$ cat src/sv/erd_pkg.sv
package erd_pkg;

  // Output lanes per result and width of the decoded-length counter
  localparam int unsigned LANES       = 8;
  localparam int unsigned LENGTH_BITS = 16;

  localparam int unsigned DATA_W   = 8;
  localparam int unsigned OUT_W    = 64;
  localparam int unsigned CNT_W    = 4;
  localparam int unsigned TOTAL_W  = 16;
  localparam int unsigned CAP_W    = 16;
  localparam int unsigned OFFSET_W = 3;
  // count byte plus offset: up to 255 + 7
  localparam int unsigned RUN_W    = 9;
  localparam int unsigned ROOM_W   = (LENGTH_BITS > CAP_W) ? LENGTH_BITS : CAP_W;

  // Command queue between front and back
  localparam int unsigned CMD_DEPTH = 2;
  localparam int unsigned CMD_PTR_W = (CMD_DEPTH > 1) ? $clog2(CMD_DEPTH) : 1;
  localparam int unsigned CMD_CNT_W = $clog2(CMD_DEPTH + 1);

  // APB register indexes
  localparam logic [1:0] REG_ESCAPE   = 2'd0;
  localparam logic [1:0] REG_SINGLE   = 2'd1;
  localparam logic [1:0] REG_OFFSET   = 2'd2;
  localparam logic [1:0] REG_CAPACITY = 2'd3;

  typedef struct packed {
    logic [DATA_W-1:0]   escape_value;
    logic [DATA_W-1:0]   single_marker;
    logic [OFFSET_W-1:0] run_offset;
    logic [CAP_W-1:0]    capacity;
  } cfg_t;

  // One decoded item: value repeated run times, plus packet-close status
  typedef struct packed {
    logic [DATA_W-1:0]  value;
    logic [RUN_W-1:0]   run;
    logic               eop;
    logic               ok;
    logic [TOTAL_W-1:0] total;
  } cmd_t;

endpackage

$ cat src/sv/escaped_rle_decoder_core.sv
// Escape-based run-length decoder. Source bytes enter one per transaction on the push/full
// side; decoded bytes leave on the pop/empty side in results of up to eight equal lanes. The
// front stage parses each byte (literal, escape, count and value bytes alike) and hands a
// run command to a two-entry command queue; the back stage, if popped, sends a run of length
// L as ceil(L/8) results, one per cycle, and a literal as one result. A stream of literals
// goes at one byte per cycle; input stalls only while the command queue is full, i.e. while
// the back stage is still expanding earlier runs or the result side is not popping. The
// closing status (done_res, ok, total_length) rides on the last result of the end-of-packet
// byte, or on a status-only result with byte_count 0. Registers (APB, byte address 4*i):
// escape_value, single_marker, run_offset, capacity; write them only while the block is idle.
module escaped_rle_decoder_core (
  input  logic                          clk_i,
  input  logic                          rst_ni,
  input  logic                          psel,
  input  logic                          penable,
  input  logic                          pwrite,
  input  logic [3:0]                    paddr,
  input  logic [31:0]                   pwdata,
  output logic [31:0]                   prdata,
  output logic                          pready,
  input  logic                          push,
  output logic                          full,
  input  logic [erd_pkg::DATA_W-1:0]    data_byte_i,
  input  logic                          end_of_packet_i,
  output logic                          empty,
  input  logic                          pop,
  output logic [erd_pkg::OUT_W-1:0]     out_bytes_o,
  output logic [erd_pkg::CNT_W-1:0]     byte_count_o,
  output logic                          last_o,
  output logic                          done_res_o,
  output logic                          ok_o,
  output logic [erd_pkg::TOTAL_W-1:0]   total_length_o
);

  erd_pkg::cfg_t cfg;
  erd_pkg::cmd_t front_cmd, head_cmd;
  logic          cmd_push, cmd_full, cmd_valid, cmd_pop;

  erd_cfg u_cfg (
    .clk_i   (clk_i),
    .rst_ni  (rst_ni),
    .psel    (psel),
    .penable (penable),
    .pwrite  (pwrite),
    .paddr   (paddr),
    .pwdata  (pwdata),
    .prdata  (prdata),
    .pready  (pready),
    .cfg_o   (cfg)
  );

  erd_front u_front (
    .clk_i           (clk_i),
    .rst_ni          (rst_ni),
    .cfg_i           (cfg),
    .push_i          (push),
    .data_byte_i     (data_byte_i),
    .end_of_packet_i (end_of_packet_i),
    .cmd_full_i      (cmd_full),
    .full_o          (full),
    .cmd_push_o      (cmd_push),
    .cmd_o           (front_cmd)
  );

  erd_cmd_fifo u_cmd_fifo (
    .clk_i   (clk_i),
    .rst_ni  (rst_ni),
    .push_i  (cmd_push),
    .cmd_i   (front_cmd),
    .full_o  (cmd_full),
    .pop_i   (cmd_pop),
    .valid_o (cmd_valid),
    .cmd_o   (head_cmd)
  );

  erd_back u_back (
    .clk_i          (clk_i),
    .rst_ni         (rst_ni),
    .cmd_valid_i    (cmd_valid),
    .cmd_i          (head_cmd),
    .cmd_pop_o      (cmd_pop),
    .pop            (pop),
    .empty          (empty),
    .out_bytes_o    (out_bytes_o),
    .byte_count_o   (byte_count_o),
    .last_o         (last_o),
    .done_res_o     (done_res_o),
    .ok_o           (ok_o),
    .total_length_o (total_length_o)
  );

endmodule

$ cat src/sv/erd_cfg.sv
module erd_cfg (
  input  logic               clk_i,
  input  logic               rst_ni,
  input  logic               psel,
  input  logic               penable,
  input  logic               pwrite,
  input  logic [3:0]         paddr,
  input  logic [31:0]        pwdata,
  output logic [31:0]        prdata,
  output logic               pready,
  output erd_pkg::cfg_t      cfg_o
);

  erd_pkg::cfg_t cfg_q, cfg_d;
  logic [1:0]    reg_idx;
  logic          wr_en;

  assign reg_idx = paddr[3:2];
  assign wr_en   = psel && penable && pwrite;
  assign pready  = 1'b1;
  assign cfg_o   = cfg_q;

  always_comb begin
    cfg_d = cfg_q;
    if (wr_en) begin
      unique case (reg_idx)
        erd_pkg::REG_ESCAPE:   cfg_d.escape_value  = pwdata[erd_pkg::DATA_W-1:0];
        erd_pkg::REG_SINGLE:   cfg_d.single_marker = pwdata[erd_pkg::DATA_W-1:0];
        erd_pkg::REG_OFFSET:   cfg_d.run_offset    = pwdata[erd_pkg::OFFSET_W-1:0];
        erd_pkg::REG_CAPACITY: cfg_d.capacity      = pwdata[erd_pkg::CAP_W-1:0];
        default:               cfg_d = cfg_q;
      endcase
    end
  end

  always_comb begin
    unique case (reg_idx)
      erd_pkg::REG_ESCAPE:   prdata = 32'(cfg_q.escape_value);
      erd_pkg::REG_SINGLE:   prdata = 32'(cfg_q.single_marker);
      erd_pkg::REG_OFFSET:   prdata = 32'(cfg_q.run_offset);
      erd_pkg::REG_CAPACITY: prdata = 32'(cfg_q.capacity);
      default:               prdata = '0;
    endcase
  end

  always_ff @(posedge clk_i or negedge rst_ni) begin
    if (!rst_ni) begin
      cfg_q.escape_value  <= 8'd255;
      cfg_q.single_marker <= 8'd0;
      cfg_q.run_offset    <= 3'd2;
      cfg_q.capacity      <= 16'hFFFF;
    end else begin
      cfg_q <= cfg_d;
    end
  end

endmodule

$ cat src/sv/erd_front.sv
module erd_front (
  input  logic                        clk_i,
  input  logic                        rst_ni,
  input  erd_pkg::cfg_t               cfg_i,
  input  logic                        push_i,
  input  logic [erd_pkg::DATA_W-1:0]  data_byte_i,
  input  logic                        end_of_packet_i,
  input  logic                        cmd_full_i,
  output logic                        full_o,
  output logic                        cmd_push_o,
  output erd_pkg::cmd_t               cmd_o
);

  localparam logic [1:0] PH_LITERAL = 2'd0;
  localparam logic [1:0] PH_COUNT   = 2'd1;
  localparam logic [1:0] PH_VALUE   = 2'd2;

  logic [1:0]                       phase_q, phase_d;
  logic [erd_pkg::DATA_W-1:0]       held_q, held_d;
  logic [erd_pkg::LENGTH_BITS-1:0]  written_q, written_d;
  logic                             failed_q, failed_d;

  logic                             accept;
  logic [erd_pkg::ROOM_W-1:0]       written_ext, cap_ext, room;
  logic [erd_pkg::RUN_W-1:0]        run_len;
  logic                             good;

  assign full_o      = cmd_full_i;
  assign accept      = push_i && !cmd_full_i;
  assign written_ext = erd_pkg::ROOM_W'(written_q);
  assign cap_ext     = erd_pkg::ROOM_W'(cfg_i.capacity);
  assign room        = (written_ext < cap_ext) ? (cap_ext - written_ext) : '0;
  assign run_len     = (held_q == cfg_i.single_marker) ? erd_pkg::RUN_W'(1)
                     : erd_pkg::RUN_W'(held_q) + erd_pkg::RUN_W'(cfg_i.run_offset);

  always_comb begin
    phase_d   = phase_q;
    held_d    = held_q;
    written_d = written_q;
    failed_d  = failed_q;
    cmd_o       = '0;
    cmd_o.value = data_byte_i;

    if (!failed_q) begin
      unique case (phase_q)
        PH_COUNT: begin
          held_d  = data_byte_i;
          phase_d = PH_VALUE;
        end
        PH_VALUE: begin
          phase_d = PH_LITERAL;
          if (room < erd_pkg::ROOM_W'(run_len)) begin
            failed_d = 1'b1;
          end else begin
            cmd_o.run = run_len;
            written_d = written_q + erd_pkg::LENGTH_BITS'(run_len);
          end
        end
        default: begin
          // literal phase; the spare code behaves the same
          phase_d = PH_LITERAL;
          if (data_byte_i == cfg_i.escape_value) begin
            phase_d = PH_COUNT;
          end else if (room == '0) begin
            failed_d = 1'b1;
          end else begin
            cmd_o.run = erd_pkg::RUN_W'(1);
            written_d = written_q + erd_pkg::LENGTH_BITS'(1);
          end
        end
      endcase
    end

    good        = !failed_d && (phase_d == PH_LITERAL);
    cmd_o.eop   = end_of_packet_i;
    cmd_o.ok    = end_of_packet_i && good;
    cmd_o.total = (end_of_packet_i && good) ? erd_pkg::TOTAL_W'(written_d) : '0;

    if (end_of_packet_i) begin
      phase_d   = PH_LITERAL;
      held_d    = '0;
      written_d = '0;
      failed_d  = 1'b0;
    end
  end

  assign cmd_push_o = accept && ((cmd_o.run != '0) || end_of_packet_i);

  always_ff @(posedge clk_i or negedge rst_ni) begin
    if (!rst_ni) begin
      phase_q   <= PH_LITERAL;
      held_q    <= '0;
      written_q <= '0;
      failed_q  <= 1'b0;
    end else if (accept) begin
      phase_q   <= phase_d;
      held_q    <= held_d;
      written_q <= written_d;
      failed_q  <= failed_d;
    end
  end

endmodule

$ cat src/sv/erd_cmd_fifo.sv
module erd_cmd_fifo (
  input  logic          clk_i,
  input  logic          rst_ni,
  input  logic          push_i,
  input  erd_pkg::cmd_t cmd_i,
  output logic          full_o,
  input  logic          pop_i,
  output logic          valid_o,
  output erd_pkg::cmd_t cmd_o
);

  erd_pkg::cmd_t                   mem_q [erd_pkg::CMD_DEPTH];
  logic [erd_pkg::CMD_PTR_W-1:0]   wr_ptr_q, rd_ptr_q;
  logic [erd_pkg::CMD_CNT_W-1:0]   count_q;
  logic                            do_push, do_pop;

  assign full_o  = (count_q == erd_pkg::CMD_CNT_W'(erd_pkg::CMD_DEPTH));
  assign valid_o = (count_q != '0);
  assign cmd_o   = mem_q[rd_ptr_q];
  assign do_push = push_i && !full_o;
  assign do_pop  = pop_i && valid_o;

  function automatic logic [erd_pkg::CMD_PTR_W-1:0] ptr_inc(
    input logic [erd_pkg::CMD_PTR_W-1:0] p
  );
    return (p == erd_pkg::CMD_PTR_W'(erd_pkg::CMD_DEPTH - 1)) ? '0
         : p + erd_pkg::CMD_PTR_W'(1);
  endfunction

  always_ff @(posedge clk_i) begin
    if (do_push) begin
      mem_q[wr_ptr_q] <= cmd_i;
    end
  end

  always_ff @(posedge clk_i or negedge rst_ni) begin
    if (!rst_ni) begin
      wr_ptr_q <= '0;
      rd_ptr_q <= '0;
      count_q  <= '0;
    end else begin
      if (do_push) wr_ptr_q <= ptr_inc(wr_ptr_q);
      if (do_pop)  rd_ptr_q <= ptr_inc(rd_ptr_q);
      if (do_push && !do_pop) begin
        count_q <= count_q + erd_pkg::CMD_CNT_W'(1);
      end else if (do_pop && !do_push) begin
        count_q <= count_q - erd_pkg::CMD_CNT_W'(1);
      end
    end
  end

endmodule

$ cat src/sv/erd_back.sv
module erd_back (
  input  logic                         clk_i,
  input  logic                         rst_ni,
  input  logic                         cmd_valid_i,
  input  erd_pkg::cmd_t                cmd_i,
  output logic                         cmd_pop_o,
  input  logic                         pop,
  output logic                         empty,
  output logic [erd_pkg::OUT_W-1:0]    out_bytes_o,
  output logic [erd_pkg::CNT_W-1:0]    byte_count_o,
  output logic                         last_o,
  output logic                         done_res_o,
  output logic                         ok_o,
  output logic [erd_pkg::TOTAL_W-1:0]  total_length_o
);

  localparam logic [erd_pkg::RUN_W-1:0] LanesRun = erd_pkg::RUN_W'(erd_pkg::LANES);

  // remaining length of a run already partly sent
  logic                          started_q;
  logic [erd_pkg::RUN_W-1:0]     rem_q;

  logic                          out_valid_q;
  logic [erd_pkg::OUT_W-1:0]     out_bytes_q;
  logic [erd_pkg::CNT_W-1:0]     byte_count_q;
  logic                          last_q, done_q, ok_q;
  logic [erd_pkg::TOTAL_W-1:0]   total_q;

  logic [erd_pkg::RUN_W-1:0]     rem_sel;
  logic                          final_beat;
  logic                          fire;
  logic [erd_pkg::CNT_W-1:0]     beat_cnt;
  logic [erd_pkg::OUT_W-1:0]     beat_bytes;

  assign rem_sel    = started_q ? rem_q : cmd_i.run;
  assign final_beat = (rem_sel <= LanesRun);
  assign fire       = cmd_valid_i && (!out_valid_q || pop);
  assign cmd_pop_o  = fire && final_beat;
  assign beat_cnt   = final_beat ? erd_pkg::CNT_W'(rem_sel) : erd_pkg::CNT_W'(erd_pkg::LANES);

  always_comb begin
    beat_bytes = '0;
    for (int i = 0; i < erd_pkg::LANES; i++) begin
      if (erd_pkg::CNT_W'(i) < beat_cnt) begin
        beat_bytes[i*erd_pkg::DATA_W +: erd_pkg::DATA_W] = cmd_i.value;
      end
    end
  end

  always_ff @(posedge clk_i or negedge rst_ni) begin
    if (!rst_ni) begin
      started_q   <= 1'b0;
      rem_q       <= '0;
      out_valid_q <= 1'b0;
    end else begin
      if (fire) begin
        out_valid_q <= 1'b1;
        started_q   <= !final_beat;
        rem_q       <= rem_sel - LanesRun;
      end else if (pop) begin
        out_valid_q <= 1'b0;
      end
    end
  end

  always_ff @(posedge clk_i) begin
    if (fire) begin
      out_bytes_q  <= beat_bytes;
      byte_count_q <= beat_cnt;
      last_q       <= final_beat;
      done_q       <= final_beat && cmd_i.eop;
      ok_q         <= final_beat && cmd_i.ok;
      total_q      <= final_beat ? cmd_i.total : '0;
    end
  end

  assign empty          = !out_valid_q;
  assign out_bytes_o    = out_bytes_q;
  assign byte_count_o   = byte_count_q;
  assign last_o         = last_q;
  assign done_res_o     = done_q;
  assign ok_o           = ok_q;
  assign total_length_o = total_q;

endmodule

$ cat config.mk
export PLATFORM = sky130hd
export DESIGN_NAME = escaped_rle_decoder_core
export DESIGN_NICKNAME = d
export VERILOG_FILES = /design/src/sv/erd_pkg.sv /design/src/sv/escaped_rle_decoder_core.sv /design/src/sv/erd_cfg.sv /design/src/sv/erd_front.sv /design/src/sv/erd_cmd_fifo.sv /design/src/sv/erd_back.sv
export SDC_FILE = /design/constraint.sdc
export NUM_CORES = 1
export LEC_CHECK = 0
export ABC_AREA = 1
export BUFFER_PORTS_ARGS = -buffer_cell sky130_fd_sc_hd__buf_2
export CAP_MARGIN = 5
export CORE_MARGIN = 2
export CORE_UTILIZATION = 35
export CTS_CLUSTER_SIZE = 24
export DETAILED_ROUTE_END_ITERATION = 6
export PLACE_DENSITY_LB_ADDON = 0.1
export SLEW_MARGIN = 20
export SYNTH_ARGS = -nofsm -noshare
export SYNTH_HDL_FRONTEND = slang
export SYNTH_HIERARCHICAL = 1
export SYNTH_SLANG_ARGS = --single-unit
$ cat constraint.sdc
create_clock -name clk_i -period 5.7 [get_ports clk_i]
set_input_delay 1.14 -clock clk_i [delete_from_list [all_inputs] [get_ports clk_i]]
set_output_delay 1.14 -clock clk_i [all_outputs]
set_load 0.01 [all_outputs]
# Word-level counts from Yosys, hierarchy flattened
# Memory sizes are Yosys's and may differ from the RTL's.
# Cells that the tools add are included.
dict set report totals {
  n_memories 1
  output_inout_bits 122
  reg_bits 164
  input_bits 52
  wordCells 130
  mem_bits_rw 70
}
dict set report op_classes {
  n_lt_le_gt_ge 11
  eq_ne 9
  addsub 9
  n_reduce_logical 35
  muxes 38
}
# memory depth word_bits rd rd_ports_with_merged_regs wr line_no
set memory_table {}
lappend memory_table {u_cmd_fifo.mem_q 2 35 1 0 1 erd_cmd_fifo.sv:12} ;# erd_pkg::cmd_t mem_q [erd_pkg::CMD_DEPTH];
# op count
set ops {}
lappend ops {{one-hot mux 32 bit (4 select lines)} 1}
lappend ops {{two-way mux 16 bit} 7}
lappend ops {{two-way mux 9 bit} 5}
lappend ops {{one-hot mux 16 bit (2 select lines)} 1}
lappend ops {{two-way mux 8 bit} 3}
lappend ops {{one-hot mux 9 bit (2 select lines)} 1}
lappend ops {{adder 16 x 1 -> 16 bit (second input constant)} 1}
lappend ops {{adder 16 x 9 -> 16 bit} 1}
lappend ops {{== test 8 bit} 2}
lappend ops {{zero test 16 bit} 1}
lappend ops {{< comparator 16 bit} 1}
lappend ops {{< comparator 16 x 9 -> 1 bit} 1}
lappend ops {{< comparator 3 x 4 -> 1 bit (first input constant)} 4}
lappend ops {{subtractor 16 bit} 1}
lappend ops {{logical AND 1 bit} 14}
lappend ops {{two-way mux 1 bit} 13}
lappend ops {{adder 8 x 3 -> 9 bit} 1}
lappend ops {{less-or-equal comparator 9 x 4 -> 1 bit (second input constant)} 1}
lappend ops {{nonzero test 9 bit} 1}
lappend ops {{subtractor 9 x 4 -> 9 bit (second input constant)} 1}
lappend ops {{== test 2 bit (second input constant)} 4}
lappend ops {{< comparator 1 x 4 -> 1 bit (first input constant)} 2}
lappend ops {{< comparator 2 x 4 -> 1 bit (first input constant)} 2}
lappend ops {{two-way mux 2 bit} 4}
lappend ops {{14 further kinds} 29}

# Logic depth before layout (Yosys ltp)
# Gate-level depths: netlist (run 1).
dict set report logic_depth {
  ltp_word 15
  mapped_depth 36
  ltp_nobuf 35
}

# Cells and area by module
# Netlist (run 1), hierarchy kept.
# mod seq_area_each_um2 area_per_inst_um2 instances cells_per_inst
set by_module_without_submodules {}
lappend by_module_without_submodules {erd_front 675.6 4829.6 1 821}
lappend by_module_without_submodules {erd_back 2887.8 4028.9 1 341}
lappend by_module_without_submodules {erd_cmd_fifo 2202.1 2846.5 1 214}
lappend by_module_without_submodules {erd_cfg 907.1 1871.8 1 236}

# Least setup slack after synthesis (run 1)
# No wires, ideal clock.
dict set report synth_timing {
  path_type {register to register}
  start {reg u_front.written_q (netlist bit u_front/written_ext[7])}
  end {mem u_cmd_fifo/mem_q[1][0] (netlist bit), enable pin}
  arrival_time_ns 4.604
  setup_ns 0.427
  t_required_ns 5.273
  slack_ns 0.669
  synth_period_minus_slack_ns 5.031
  path_buffers 3
  path_stages_with_launch 30
  path_cell_list {dfrtp_1 > clkbuf_1 > inv_1 > ha_1 > nand2_2 > inv_1 > a21oi_1 > nand2_2 > nand2_2 > nand2_2 > nand2_2 > buf_6 > nor2_1 > ha_1 > nand2_1 > inv_1 > nand2_1 > nand2_1 > nand2_1 > nand2_1 > nand2_4 > nand2_8 > buf_12 > nand3_1 > and2_1 > nand4_1 > nand2_1 > inv_1 > o21ai_0 > nor2_1}
}
dict set report synth_via {
  elab_chain_len 13
  word_cells_on_any_way 16
  cone_classes {1 x add/sub; 2 x order compare; 8 x mux; 5 x reduce/logical}
}
# item line_no
set synth_lines {}
lappend synth_lines {{start: declaration} erd_front.sv:20} ;# logic [erd_pkg::LENGTH_BITS-1:0] written_q, written_d;
lappend synth_lines {{start signal: assignment} erd_front.sv:98} ;# written_q <= written_d;
lappend synth_lines {{subtractor 16 bit / < comparator 16 bit (equally long branches)} erd_front.sv:32} ;# assign room = (written_ext < cap_ext) ? (cap_ext - written_ext) : '0;
lappend synth_lines {{two-way mux 16 bit *} erd_front.sv:32}
lappend synth_lines {{parallel branches: the longest is 3 deep, another holds < comparator 16 x 9 -> 1 bit} --}
lappend synth_lines {{one-hot mux 9 bit (2 select lines) *} erd_front.sv:45} ;# unique case (phase_q)
lappend synth_lines {{two-way mux 9 bit *} erd_front.sv:44} ;# if (!failed_q) begin
lappend synth_lines {{nonzero test 9 bit *} erd_front.sv:87} ;# assign cmd_push_o = accept && ((cmd_o.run != '0) || end_of_packet_i);
lappend synth_lines {{logical OR 1 bit *} erd_front.sv:87}
lappend synth_lines {{logical AND 1 bit *} erd_front.sv:87}
lappend synth_lines {{named net cmd_push} escaped_rle_decoder_core.sv:37} ;# logic cmd_push, cmd_full, cmd_valid, cmd_pop;
lappend synth_lines {{logical AND 1 bit *} erd_cmd_fifo.sv:20} ;# assign do_push = push_i && !full_o;
lappend synth_lines {{two-way mux 1 bit *} erd_cmd_fifo.sv:31} ;# if (do_push) begin
lappend synth_lines {{two-way mux 1 bit (implied by the code) *} erd_cmd_fifo.sv:32} ;# mem_q[wr_ptr_q] <= cmd_i;
lappend synth_lines {{end: declaration} erd_cmd_fifo.sv:12}
# Mark *: on every way through the listed nets, which the timed path passes.

==> flow_metrics.env, run 1 <==
export IMPL_final_util_pct=40.2
export IMPL_yosys_top_cells_count="541 x nand2_1, 190 x inv_1, 157 x edfxtp_1"
export IMPL_clockBufferDepth=3
export IMPL_cts_clk_slew_worst_paths_ns=0.06
export IMPL_cts_resized=0
export IMPL_ff_latch_area_um2=6670
export IMPL_dp_cells=2225
export IMPL_dr_pass1_iters=6
export IMPL_cp_max_fo=35
export IMPL_crit_slowest_cell="dfrtp_1"
export IMPL_cts_max_level=1
export IMPL_clock_sinks=234
export IMPL_ys_flop_type="edfxtp_1"
export IMPL_post_route_period_util_pct=86.0
export IMPL_endpoint_kind="flip-flop"
export IMPL_fp_row_count=72
export IMPL_synth_cells=1612
export IMPL_power_density_nw_per_um2=540
export IMPL_numPortBuffers=138
export IMPL_nets=1833
export IMPL_routed_via_density=4.60
export IMPL_yosysSeqAreaShare_pct=49.1
export IMPL_worst_slew_pin_slew_ns=1.01
export IMPL_hold_violations=0
export IMPL_rsz0062_at_grt="false"
export IMPL_slew_violations=0
export IMPL_cts_made_buffers=28
export IMPL_post_route_min_period_ns=4.90
export IMPL_dieArea_um2=40400
export IMPL_post_drt_wl_per_cell_um=15.8
export IMPL_synth_cell_type_count=55
export IMPL_synth_area_leaders="edfxtp_1 35%, nand2_1 15%, dfrtp_1 9.6%, inv_1 5.3%, dfstp_2 4.8%"
export IMPL_chipWidth_um=201
export IMPL_leakage_nw=7.34
export IMPL_syn_to_final_growth_pct=13.9
export IMPL_multi_input_area_um2=5670
export IMPL_grt_overflow=0
export IMPL_cts_setup_buffers=0
export IMPL_core_area_um2=38500
export IMPL_vdd_drop_max_uv=249
export IMPL_drc=0
export IMPL_maxSlewHeadroom_pct=32.3
export IMPL_drt_iter0_drc=588
export IMPL_worstSetupStartpointType="flip-flop"
export IMPL_crit_type="flip-flop to flip-flop"
export IMPL_final_cells=2277
export IMPL_diodes=0
export IMPL_cp_required_ns=5.89
export IMPL_status="complete, no violations"
export IMPL_drive_gt1_share_pct=19.0
export IMPL_n_fill_cell=3977
export IMPL_hold_path_class="flip-flop to flip-flop"
export IMPL_finClkSkew_ns=0.0326
export IMPL_synth_top_area_share_pct=34.7
export IMPL_clock_latency_ns=0.58
export IMPL_start_util_pct=35.3
export IMPL_cts_tree="yes"
export IMPL_hold_slack_ns=0.479
export IMPL_gp_congestion=0.887
export IMPL_grt_pass1_vias=10084
export IMPL_totalWireLength_mm=35.9
export IMPL_grt_max_degree=46
export IMPL_antenna_found_initial=0
export IMPL_cp_arrival_ns=5.09
export IMPL_tns_ns=0
export IMPL_synth_warning_count=6
export IMPL_max_stage_delay_ns=0.54
export IMPL_syn_area_per_cell_um2=8.42
export IMPL_io_pins=174
export IMPL_num_vias=10464
export IMPL_die_y_um=201
export IMPL_synth_area_leader_cell="edfxtp_1"
export IMPL_p_total_mw=8.35
export IMPL_cts_root_buf="clkbuf_16"
export IMPL_async_flop_share_pct=32.9
export IMPL_ant_nets=0
export IMPL_drv_cap=0
export IMPL_syn_area_um2=13600
export IMPL_yosysMostFrequentCell="nand2_1"
export IMPL_setup_viol=0
export IMPL_grtUsageTotal_pct=17.8
export IMPL_ys_ff_latch=234
export IMPL_cpMostUsedCell="nand2_1"
export IMPL_grt_pass1_wl_mm=56.8
export IMPL_synth_edff_count=157
export IMPL_clock_fmax_mhz=204
export IMPL_holdBufCountCts=0
export IMPL_post_dp_hpwl_mm=26.0
## worst max-delay path, delay by kind of cell, from the launching register on
kind / cells / cell delay (ns)
AND/OR/NAND/NOR: 20 / 2.02
adder cells (fa/ha/maj): 3 / 0.93
buffers and inverters: 5 / 0.81
flip-flops: 1 / 0.54
AO/OA/AOI/OAI: 1 / 0.17
## final cells by class
type	instances	area share, %
sequential	234	43.1
multi-input combinational	1120	36.7
inverter	206	5.12
clock buffer	38	4.97
timing repair buffer	147	4.92
tap	518	4.19
clock inverter	14	1.01
## power breakdown
| part | leakage, nW | switching, mW | total (mW) | internal (mW) |
|---|---|---|---|---|
| logic | 4.43 | 2.47 | 3.62 | 1.15 |
| clock network | 0.440 | 0.747 | 1.79 | 1.04 |
| registers | 2.46 | 0.287 | 2.94 | 2.65 |
## state kept, by name, indices dropped and copies added (netlist names), 2 cells and up
| signal | cells |
|---|---|
| u_back/byte_count_o | 4 |
| u_back/total_length_o | 16 |
| u_front/phase_q | 2 |
| u_cmd_fifo/count_q | 2 |
| u_back/out_bytes_o | 64 |
| u_cfg/cfg_o | 35 |
| u_back/rem_q | 9 |
| u_front/held_q | 8 |
| u_front/written_ext | 16 |
| u_cmd_fifo/mem_q | 70 |
## through the flow
step / setup WS (ns) / instance area [um2]
2_1_floorplan: 0.669 / 13600
3_3_place_gp: 0.908 / 14500
3_5_place_dp: 0.821 / 14500
4_1_cts: 0.772 / 15500
5_1_grt: 0.325 / 15500
6_report: 0.800 / 15500
## path summary, 6_finish.rpt
path	startpoint	to	slack, ns	depth (start not counted)
worst min register to register	u_cfg/cfg_o[9]$_DFFE_PN1P_	u_cfg/cfg_o[9]$_DFFE_PN1P_	0.48	2
worst max-delay path	u_front/written_ext[0]$_DFFE_PN0P_	u_cmd_fifo/mem_q[1][7]$_DFFE_PP_	0.80	29
worst min-delay path	u_cfg/cfg_o[9]$_DFFE_PN1P_	u_cfg/cfg_o[9]$_DFFE_PN1P_	0.48	2
worst max register to register	u_front/written_ext[0]$_DFFE_PN0P_	u_cmd_fifo/mem_q[1][7]$_DFFE_PP_	0.80	29
max in group asynchronous	rst_ni	u_cfg/cfg_o[28]$_DFFE_PN1P_	4.11	2
min in group asynchronous	rst_ni	u_back/rem_q[1]$_DFFE_PN0P_	0.58	1
## routing by layer
metal  global-route usage (%)  vias up  share of wire, %
met5                        0        -                 0
met2                     30.2      178                48
met1                     24.4     4913                47
met4                     3.73        0               1.3
li1                         -     5350                 -
met3                     2.13       23               3.8
## cells by family after synthesis
group,Yosys count,synth area share [%]
and+or+nand+nor,911,30.1
other,2,0.0553
DFF,234,49.1
xor gates and xnor gates,33,2.13
AOI/OAI and AO/OA,115,4.76
adders and majority gates,44,4.22
buffers and inverters,273,9.58
## layout by cell type (no fill, tap or decap), types with 8 or more instances in the layout
master / count
a21oi_1: 44
buf_2: 137
buf_4: 10
clkbuf_16: 28
conb_1: 17
dfrtp_1: 52
dfstp_2: 25
edfxtp_1: 157
ha_1: 41
inv_1: 189
inv_2: 10
nand2_1: 541
nand2_2: 37
nand3_1: 86
nand4_1: 15
nor2_1: 137
nor2_2: 22
nor2_4: 8
nor3_1: 19
o21ai_0: 38
o21ai_1: 8
or2_2: 13
xor2_1: 27
No activity file was read; power rests on OpenSTA's default activity.
==> inputs of run 2 (changes only) <==
- ABC_AREA: 1 -> default
==> run 2 against run 1 <==
  * Sequential cell count unchanged
  * Non-clock buffer count increased by 19
  * Synthesized cell count down 31%
  * Cell count fell by 23%
  * Combinational power down 5.5%
  * Via count decreased by 13%
  * Routed wire length down 5.3%
  * Critical path depth is 12 lower
  * Critical endpoint is now u_cmd_fifo/mem_q[1][11]$_DFFE_PP_
==> flow_metrics.env, run 2 <==
export IMPL_hold_violations=0
export IMPL_post_route_period_util_pct=89.9
export IMPL_finClkSkew_ns=0.00982
export IMPL_antenna_found_initial=0
export IMPL_cts_tree="yes"
export IMPL_synth_top_family_by_area="simple AND/OR/NAND/NOR gates"
export IMPL_grt_max_degree=72
export IMPL_start_util_pct=35.6
export IMPL_hold_path_class="flip-flop to flip-flop"
export IMPL_post_drt_wl_per_cell_um=19.4
export IMPL_top_register="u_cmd_fifo/mem_q"
export IMPL_cp_max_fo=5
export IMPL_leakage_nw=6.11
export IMPL_clockBufferDepth=3
export IMPL_grt_pass1_wl_mm=53.0
export IMPL_layout_common_cells="157 x edfxtp_1, 137 x buf_2, 69 x nor2_1, 66 x nand2_1, 51 x dfrtp_1"
export IMPL_multi_input_area_um2=5860
export IMPL_cp_required_ns=6.03
export IMPL_synth_area_leader_cell="edfxtp_1"
export IMPL_syn_area_per_cell_um2=11.7
export IMPL_max_stage_delay_ns=0.71
export IMPL_dieArea_um2=39000
export IMPL_post_dp_hpwl_mm=24.5
export IMPL_ff_latch_area_um2=6670
export IMPL_worstSetupStartpointType="flip-flop"
export IMPL_worst_slew_pin_slew_ns=0.934
export IMPL_grt_overflow=0
export IMPL_wl_met2_mm=16.1
export IMPL_grtUsageTotal_pct=17.5
export IMPL_drv_cap=0
export IMPL_synth_mux_area_share_pct=9.40
export IMPL_n_fill_cell=3629
export IMPL_synth_compound_area_share_pct=11.3
export IMPL_cts_setup_buffers=0
export IMPL_crit_type="flip-flop to flip-flop"
export IMPL_final_util_pct=40.9
export IMPL_nets=1357
export IMPL_maxSlewHeadroom_pct=37.5
export IMPL_ys_ff_latch=234
export IMPL_drt_iter0_drc=646
export IMPL_setup_viol=0
export IMPL_path_cells="ha_1 > fa_1 > a21oi_1 > nand2b_1 > xnor2_1 > o21ai_0 > inv_1 > ha_1 > and3_1 > a2111oi_0 > o21bai_1 > a21oi_1 > o21ai_0 > o2111ai_1 > mux2i_1 > nor3_1 > nor3_1"
export IMPL_async_flop_share_pct=32.9
export IMPL_cts_clk_slew_worst_paths_ns=0.06
export IMPL_slew_violations=0
export IMPL_endpoint_kind="flip-flop"
export IMPL_cts_max_level=1
export IMPL_rsz0062_at_grt="false"
export IMPL_crit_slowest_cell="a2111oi_0"
export IMPL_post_route_min_period_ns=5.13
export IMPL_synth_edff_count=157
export IMPL_diodes=0
export IMPL_fp_row_count=70
export IMPL_yosys_top_cells_count="157 x edfxtp_1, 70 x nor2_1, 66 x nand2_1"
export IMPL_routed_via_density=5.18
export IMPL_synthAdderAreaFrac_pct=4.37
export IMPL_yosysMostFrequentCell="edfxtp_1"
export IMPL_vdd_drop_max_uv=231
export IMPL_synth_xor_area_share_pct=2.94
export IMPL_met3WireLength_mm=1.69
export IMPL_io_pins=174
export IMPL_synth_area_leaders="edfxtp_1 36%, dfrtp_1 9.9%, dfstp_2 5.0%, mux2_2 4.0%, ha_1 3.9%"
export IMPL_dr_pass1_iters=5
export IMPL_cts_made_buffers=27
export IMPL_numPortBuffers=138
export IMPL_gp_congestion=0.883
export IMPL_holdBufCountCts=0
export IMPL_totalWireLength_mm=34.0
export IMPL_tns_ns=0
export IMPL_clock_sinks=234
export IMPL_drive_gt1_share_pct=28.5
export IMPL_syn_area_um2=13100
export IMPL_met1Wirelength_mm=15.8
export IMPL_clock_fmax_mhz=195
export IMPL_cts_resized=0
export IMPL_status="complete, no violations"
export IMPL_synth_cell_type_count=99
export IMPL_core_area_um2=36800
export IMPL_synth_top_area_share_pct=36.0
export IMPL_power_density_nw_per_um2=529
export IMPL_synth_cells=1119
export IMPL_synth_simple_area_share_pct=16.1
export IMPL_clock_latency_ns=0.55
export IMPL_post_place_ws_ns=0.322
export IMPL_fin_ws_ns=0.574
export IMPL_chipWidth_um=198
export IMPL_ant_nets=0
export IMPL_ys_flop_type="edfxtp_1"
export IMPL_grt_pass1_vias=9014
export IMPL_yosysSeqAreaShare_pct=50.9
export IMPL_final_common_cell="edfxtp_1"
export IMPL_largest_reg_flops=70
export IMPL_drc=0
export IMPL_syn_to_final_growth_pct=14.9
export IMPL_cts_root_buf="clkbuf_16"
export IMPL_num_vias=9064
export IMPL_highest_layer="met4"
export IMPL_die_y_um=198
export IMPL_synth_warning_count=6
export IMPL_cp_arrival_ns=5.45
## run 2: cell count changes after synthesis, moves of 29 or more
| cell | change |
|---|---|
| nand2_1 | -475 |
| inv_1 | -144 |
| nor2_1 | -69 |
| nand3_1 | -65 |
| nor2b_1 | +49 |
| mux2_2 | +46 |
| nand2_2 | -34 |
| and2_1 | +31 |
| xnor2_1 | +30 |
| mux2_4 | +29 |
## run 2: path summary, 6_finish.rpt
path,slack (ns),cells past startpoint,start,end
max,0.57,17,u_front/held_q[0]$_DFFE_PN0P_,u_cmd_fifo/mem_q[1][11]$_DFFE_PP_
min,0.48,2,u_back/rem_q[3]$_DFFE_PN0P_,u_back/rem_q[3]$_DFFE_PN0P_
max reg2reg,0.57,17,u_front/held_q[0]$_DFFE_PN0P_,u_cmd_fifo/mem_q[1][11]$_DFFE_PP_
min reg2reg,0.48,2,u_back/rem_q[3]$_DFFE_PN0P_,u_back/rem_q[3]$_DFFE_PN0P_
max in group asynchronous,4.14,2,rst_ni,u_cfg/cfg_o[32]$_DFFE_PN1P_
min in group asynchronous,0.61,1,rst_ni,u_front/written_ext[11]$_DFFE_PN0P_
## run 2: worst max-delay path, delay by kind of cell (launching register included)
kind | cells | cell delay, ns
AND/OR/NAND/NOR | 4 | 0.79
AO/OA/AOI/OAI | 7 | 2.27
flip-flops | 1 | 0.43
XOR/XNOR | 1 | 0.11
multiplexers | 1 | 0.28
buffers and inverters | 1 | 0.13
adder cells (fa/ha/maj) | 3 | 0.89
## run 2: final cells by class
cell class                      instances  share of cell area [%]
Sequential cell                       234                    44.3
Multi-Input combinational cell        786                    38.9
Timing Repair Buffer                  166                    6.13
Clock buffer                           39                    4.98
Tap cell                              468                    3.89
Inverter                               46                    1.15
Clock inverter                         11                   0.590
## run 2: routing by layer
metal  GRT usage [%]  vias up
met5               0        -
met4            3.20        0
met3            2.39       32
met2            28.8      224
met1            24.7     4434
li1                -     4374
## run 2: power by group
part           leakage, nW  switching, mW  internal [mW]  total [mW]
Sequential            2.43          0.311           2.57        2.88
Combinational         3.28           1.98           1.44        3.42
Clock                0.404          0.730          0.926        1.66
Total                 6.11           3.02           4.94        7.96
## run 2: cells by family after synthesis
group | Yosys count
other cells | 2
simple gates | 374
compound gates | 208
buf+inv | 114
mux | 99
flops | 234
fa+ha+maj | 44
xor+xnor | 44
## run 2: per-stage QoR
step | cells | hold WS [ns] | cell area (um2) | power (mW)
after floorplan | 1134 | 0.444 | 13200 | 5.27
after global placement | 1699 | 0.463 | 14200 | 6.34
after detailed placement | 1699 | 0.472 | 14200 | 6.37
after CTS | 1749 | 0.486 | 15000 | 8.06
after global routing | 1750 | 0.518 | 15100 | 8.54
final | 1750 | 0.481 | 15100 | 7.96
==> inputs of run 3 (changes only) <==
- CORE_ASPECT_RATIO: default -> 2
==> run 3 against run 2 <==
  * Critical path depth is 3 lower
  * Worst setup slack worse by 0.093 ns
  * Hold slack better by 0.0070 ns
  * Via count is 0.55% higher
  * Cell area is 0.57% lower
  * Sequential cell count stayed put
  * Register-to-register slack worse by 0.09 ns
  * Clock-buffer cell count is 10 lower
  * Critical path type unchanged
  * Highest routed layer unchanged
==> flow_metrics.env, run 3 (synthesis results as in run 2) <==
export IMPL_rsz0062_at_grt="false"
export IMPL_reg2reg_from="u_front/written_ext[11]$_DFFE_PN0P_"
export IMPL_ant_nets=0
export IMPL_drc=0
export IMPL_post_route_min_period_ns=5.22
export IMPL_cp_required_ns=6.02
export IMPL_cts_clk_slew_worst_paths_ns=0.07
export IMPL_path_cells="inv_1 > ha_1 > nand4_1 > o41ai_2 > and3b_1 > ha_1 > nand3_1 > o31ai_1 > a21oi_1 > o21bai_1 > o21ai_1 > or4_1 > a32o_1 > a21oi_1"
export IMPL_p_total_mw=7.85
export IMPL_finClkSkew_ns=0.0168
export IMPL_status="complete, no violations"
export IMPL_endpoint_kind="flip-flop"
export IMPL_ff_latch_area_um2=6670
export IMPL_fin_ws_ns=0.481
export IMPL_dr_pass1_iters=5
export IMPL_io_pins=174
export IMPL_clockBufferDepth=3
export IMPL_clock_latency_ns=0.53
export IMPL_final_cell_area_um2=15000
export IMPL_drt_iter0_drc=524
export IMPL_start_util_pct=35.4
export IMPL_slew_violations=0
export IMPL_tns_ns=0
export IMPL_crit_start="u_front/written_ext[11]$_DFFE_PN0P_"
export IMPL_routed_via_density=5.26
export IMPL_largest_reg_flops=70
export IMPL_gp_congestion=0.893
export IMPL_multi_input_area_um2=5860
export IMPL_nets=1354
export IMPL_grt_max_degree=60
export IMPL_path_buf_inv=1
export IMPL_worstSetupStartpointType="flip-flop"
export IMPL_cts_root_buf="clkbuf_16"
export IMPL_core_area_um2=37000
export IMPL_cp_arrival_ns=5.54
export IMPL_leakage_nw=6.07
export IMPL_crit_type="flip-flop to flip-flop"
export IMPL_totalWireLength_mm=36.0
export IMPL_grtUsageTotal_pct=18.1
export IMPL_cts_max_level=1
export IMPL_vdd_drop_max_uv=188
export IMPL_cts_setup_buffers=0
export IMPL_fp_row_count=100
export IMPL_post_route_period_util_pct=91.6
export IMPL_power_density_nw_per_um2=524
export IMPL_rr_worst_depth=14
export IMPL_hold_path_class="flip-flop to flip-flop"
export IMPL_cp_max_fo=9
export IMPL_cp_depth=14
export IMPL_diodes=0
export IMPL_grt_pass1_wl_mm=54.6
export IMPL_post_place_ws_ns=0.301
export IMPL_r2r_setup_slack_ns=0.48
export IMPL_final_util_pct=40.4
export IMPL_endpoint="u_cmd_fifo/mem_q[1][12]$_DFFE_PP_"
export IMPL_post_dp_hpwl_mm=27.2
export IMPL_drive_gt1_share_pct=28.2
export IMPL_max_stage_delay_ns=0.76
export IMPL_n_fill_cell=3621
export IMPL_syn_to_final_growth_pct=14.2
export IMPL_dieArea_um2=39100
export IMPL_worst_slew_pin_slew_ns=0.972
export IMPL_num_vias=9114
export IMPL_top_register="u_cmd_fifo/mem_q"
export IMPL_holdBufCountCts=0
export IMPL_numPortBuffers=138
export IMPL_clock_fmax_mhz=192
export IMPL_cts_resized=0
export IMPL_drv_cap=0
export IMPL_final_common_cell="edfxtp_1"
export IMPL_maxSlewHeadroom_pct=35.1
export IMPL_chipWidth_um=141
export IMPL_clock_sinks=234
export IMPL_antenna_found_initial=0
export IMPL_hold_violations=0
export IMPL_post_drt_wl_per_cell_um=20.7
export IMPL_die_y_um=278
export IMPL_grt_overflow=0
export IMPL_cts_tree="yes"
export IMPL_placed_area_um2=14200
export IMPL_crit_slowest_cell="o41ai_2"
export IMPL_cts_made_buffers=23
export IMPL_layout_common_cells="157 x edfxtp_1, 137 x buf_2, 69 x nor2_1, 66 x nand2_1, 51 x dfrtp_1"
export IMPL_grt_pass1_vias=9333
export IMPL_reg2reg_to="u_cmd_fifo/mem_q[1][12]$_DFFE_PP_"
export IMPL_path_delay_family="compound AO/OA/AOI/OAI gates"
export IMPL_setup_viol=0
-- run 3: worst min path at each step --
| stage | end | start | cells past startpoint |
|---|---|---|---|
| finish | u_back/rem_q[3]$_DFFE_PN0P_ | u_back/rem_q[3]$_DFFE_PN0P_ | 2 |
| global route | u_back/rem_q[3]$_DFFE_PN0P_ | u_back/rem_q[3]$_DFFE_PN0P_ | 2 |
| CTS | u_back/rem_q[3]$_DFFE_PN0P_ | u_back/rem_q[3]$_DFFE_PN0P_ | 2 |
| detailed placement | u_back/rem_q[3]$_DFFE_PN0P_ | u_back/rem_q[3]$_DFFE_PN0P_ | 2 |
| global placement | u_back/rem_q[3]$_DFFE_PN0P_ | u_back/rem_q[3]$_DFFE_PN0P_ | 2 |
| floorplan | u_back/rem_q[3]$_DFFE_PN0P_ | u_back/rem_q[3]$_DFFE_PN0P_ | 2 |
-- run 3: metal layers --
layer | GRT usage [%] | part of all wire (%)
met1 | 17.9 | 35
met2 | 34.8 | 55
met3 | 2.09 | 3.5
met4 | 11.7 | 6.8
met5 | 0 | 0
-- run 3: final cells by class --
type                       instances  area share [%]
clock buffer                      29            4.06
multi-input combinational        786            39.2
tap                              459            3.84
sequential                       234            44.6
timing repair buffer             167            6.30
inverter                          46            1.16
clock inverter                    13           0.919
-- run 3: worst register-to-register path, stage by stage, from the launching register on --
cell	delay, ns
dfrtp_1	0.42
inv_1	0.20
ha_1	0.50
nand4_1	0.22
o41ai_2	0.76
and3b_1	0.27
ha_1	0.29
nand3_1	0.10
o31ai_1	0.21
a21oi_1	0.08
o21bai_1	0.64
o21ai_1	0.26
or4_1	0.56
a32o_1	0.25
a21oi_1	0.28
-- run 3: through the flow --
stage,hold WS (ns),instances
finish,0.488,1734
global route,0.507,1734
detailed placement,0.475,1691
CTS,0.491,1733
global placement,0.467,1691
floorplan,0.444,1134
-- run 3: power by group --
part           internal [mW]  leakage, nW  switching [mW]
sequential              2.57         2.43           0.311
combinational           1.43         3.29            2.01
clock                  0.859        0.360           0.677
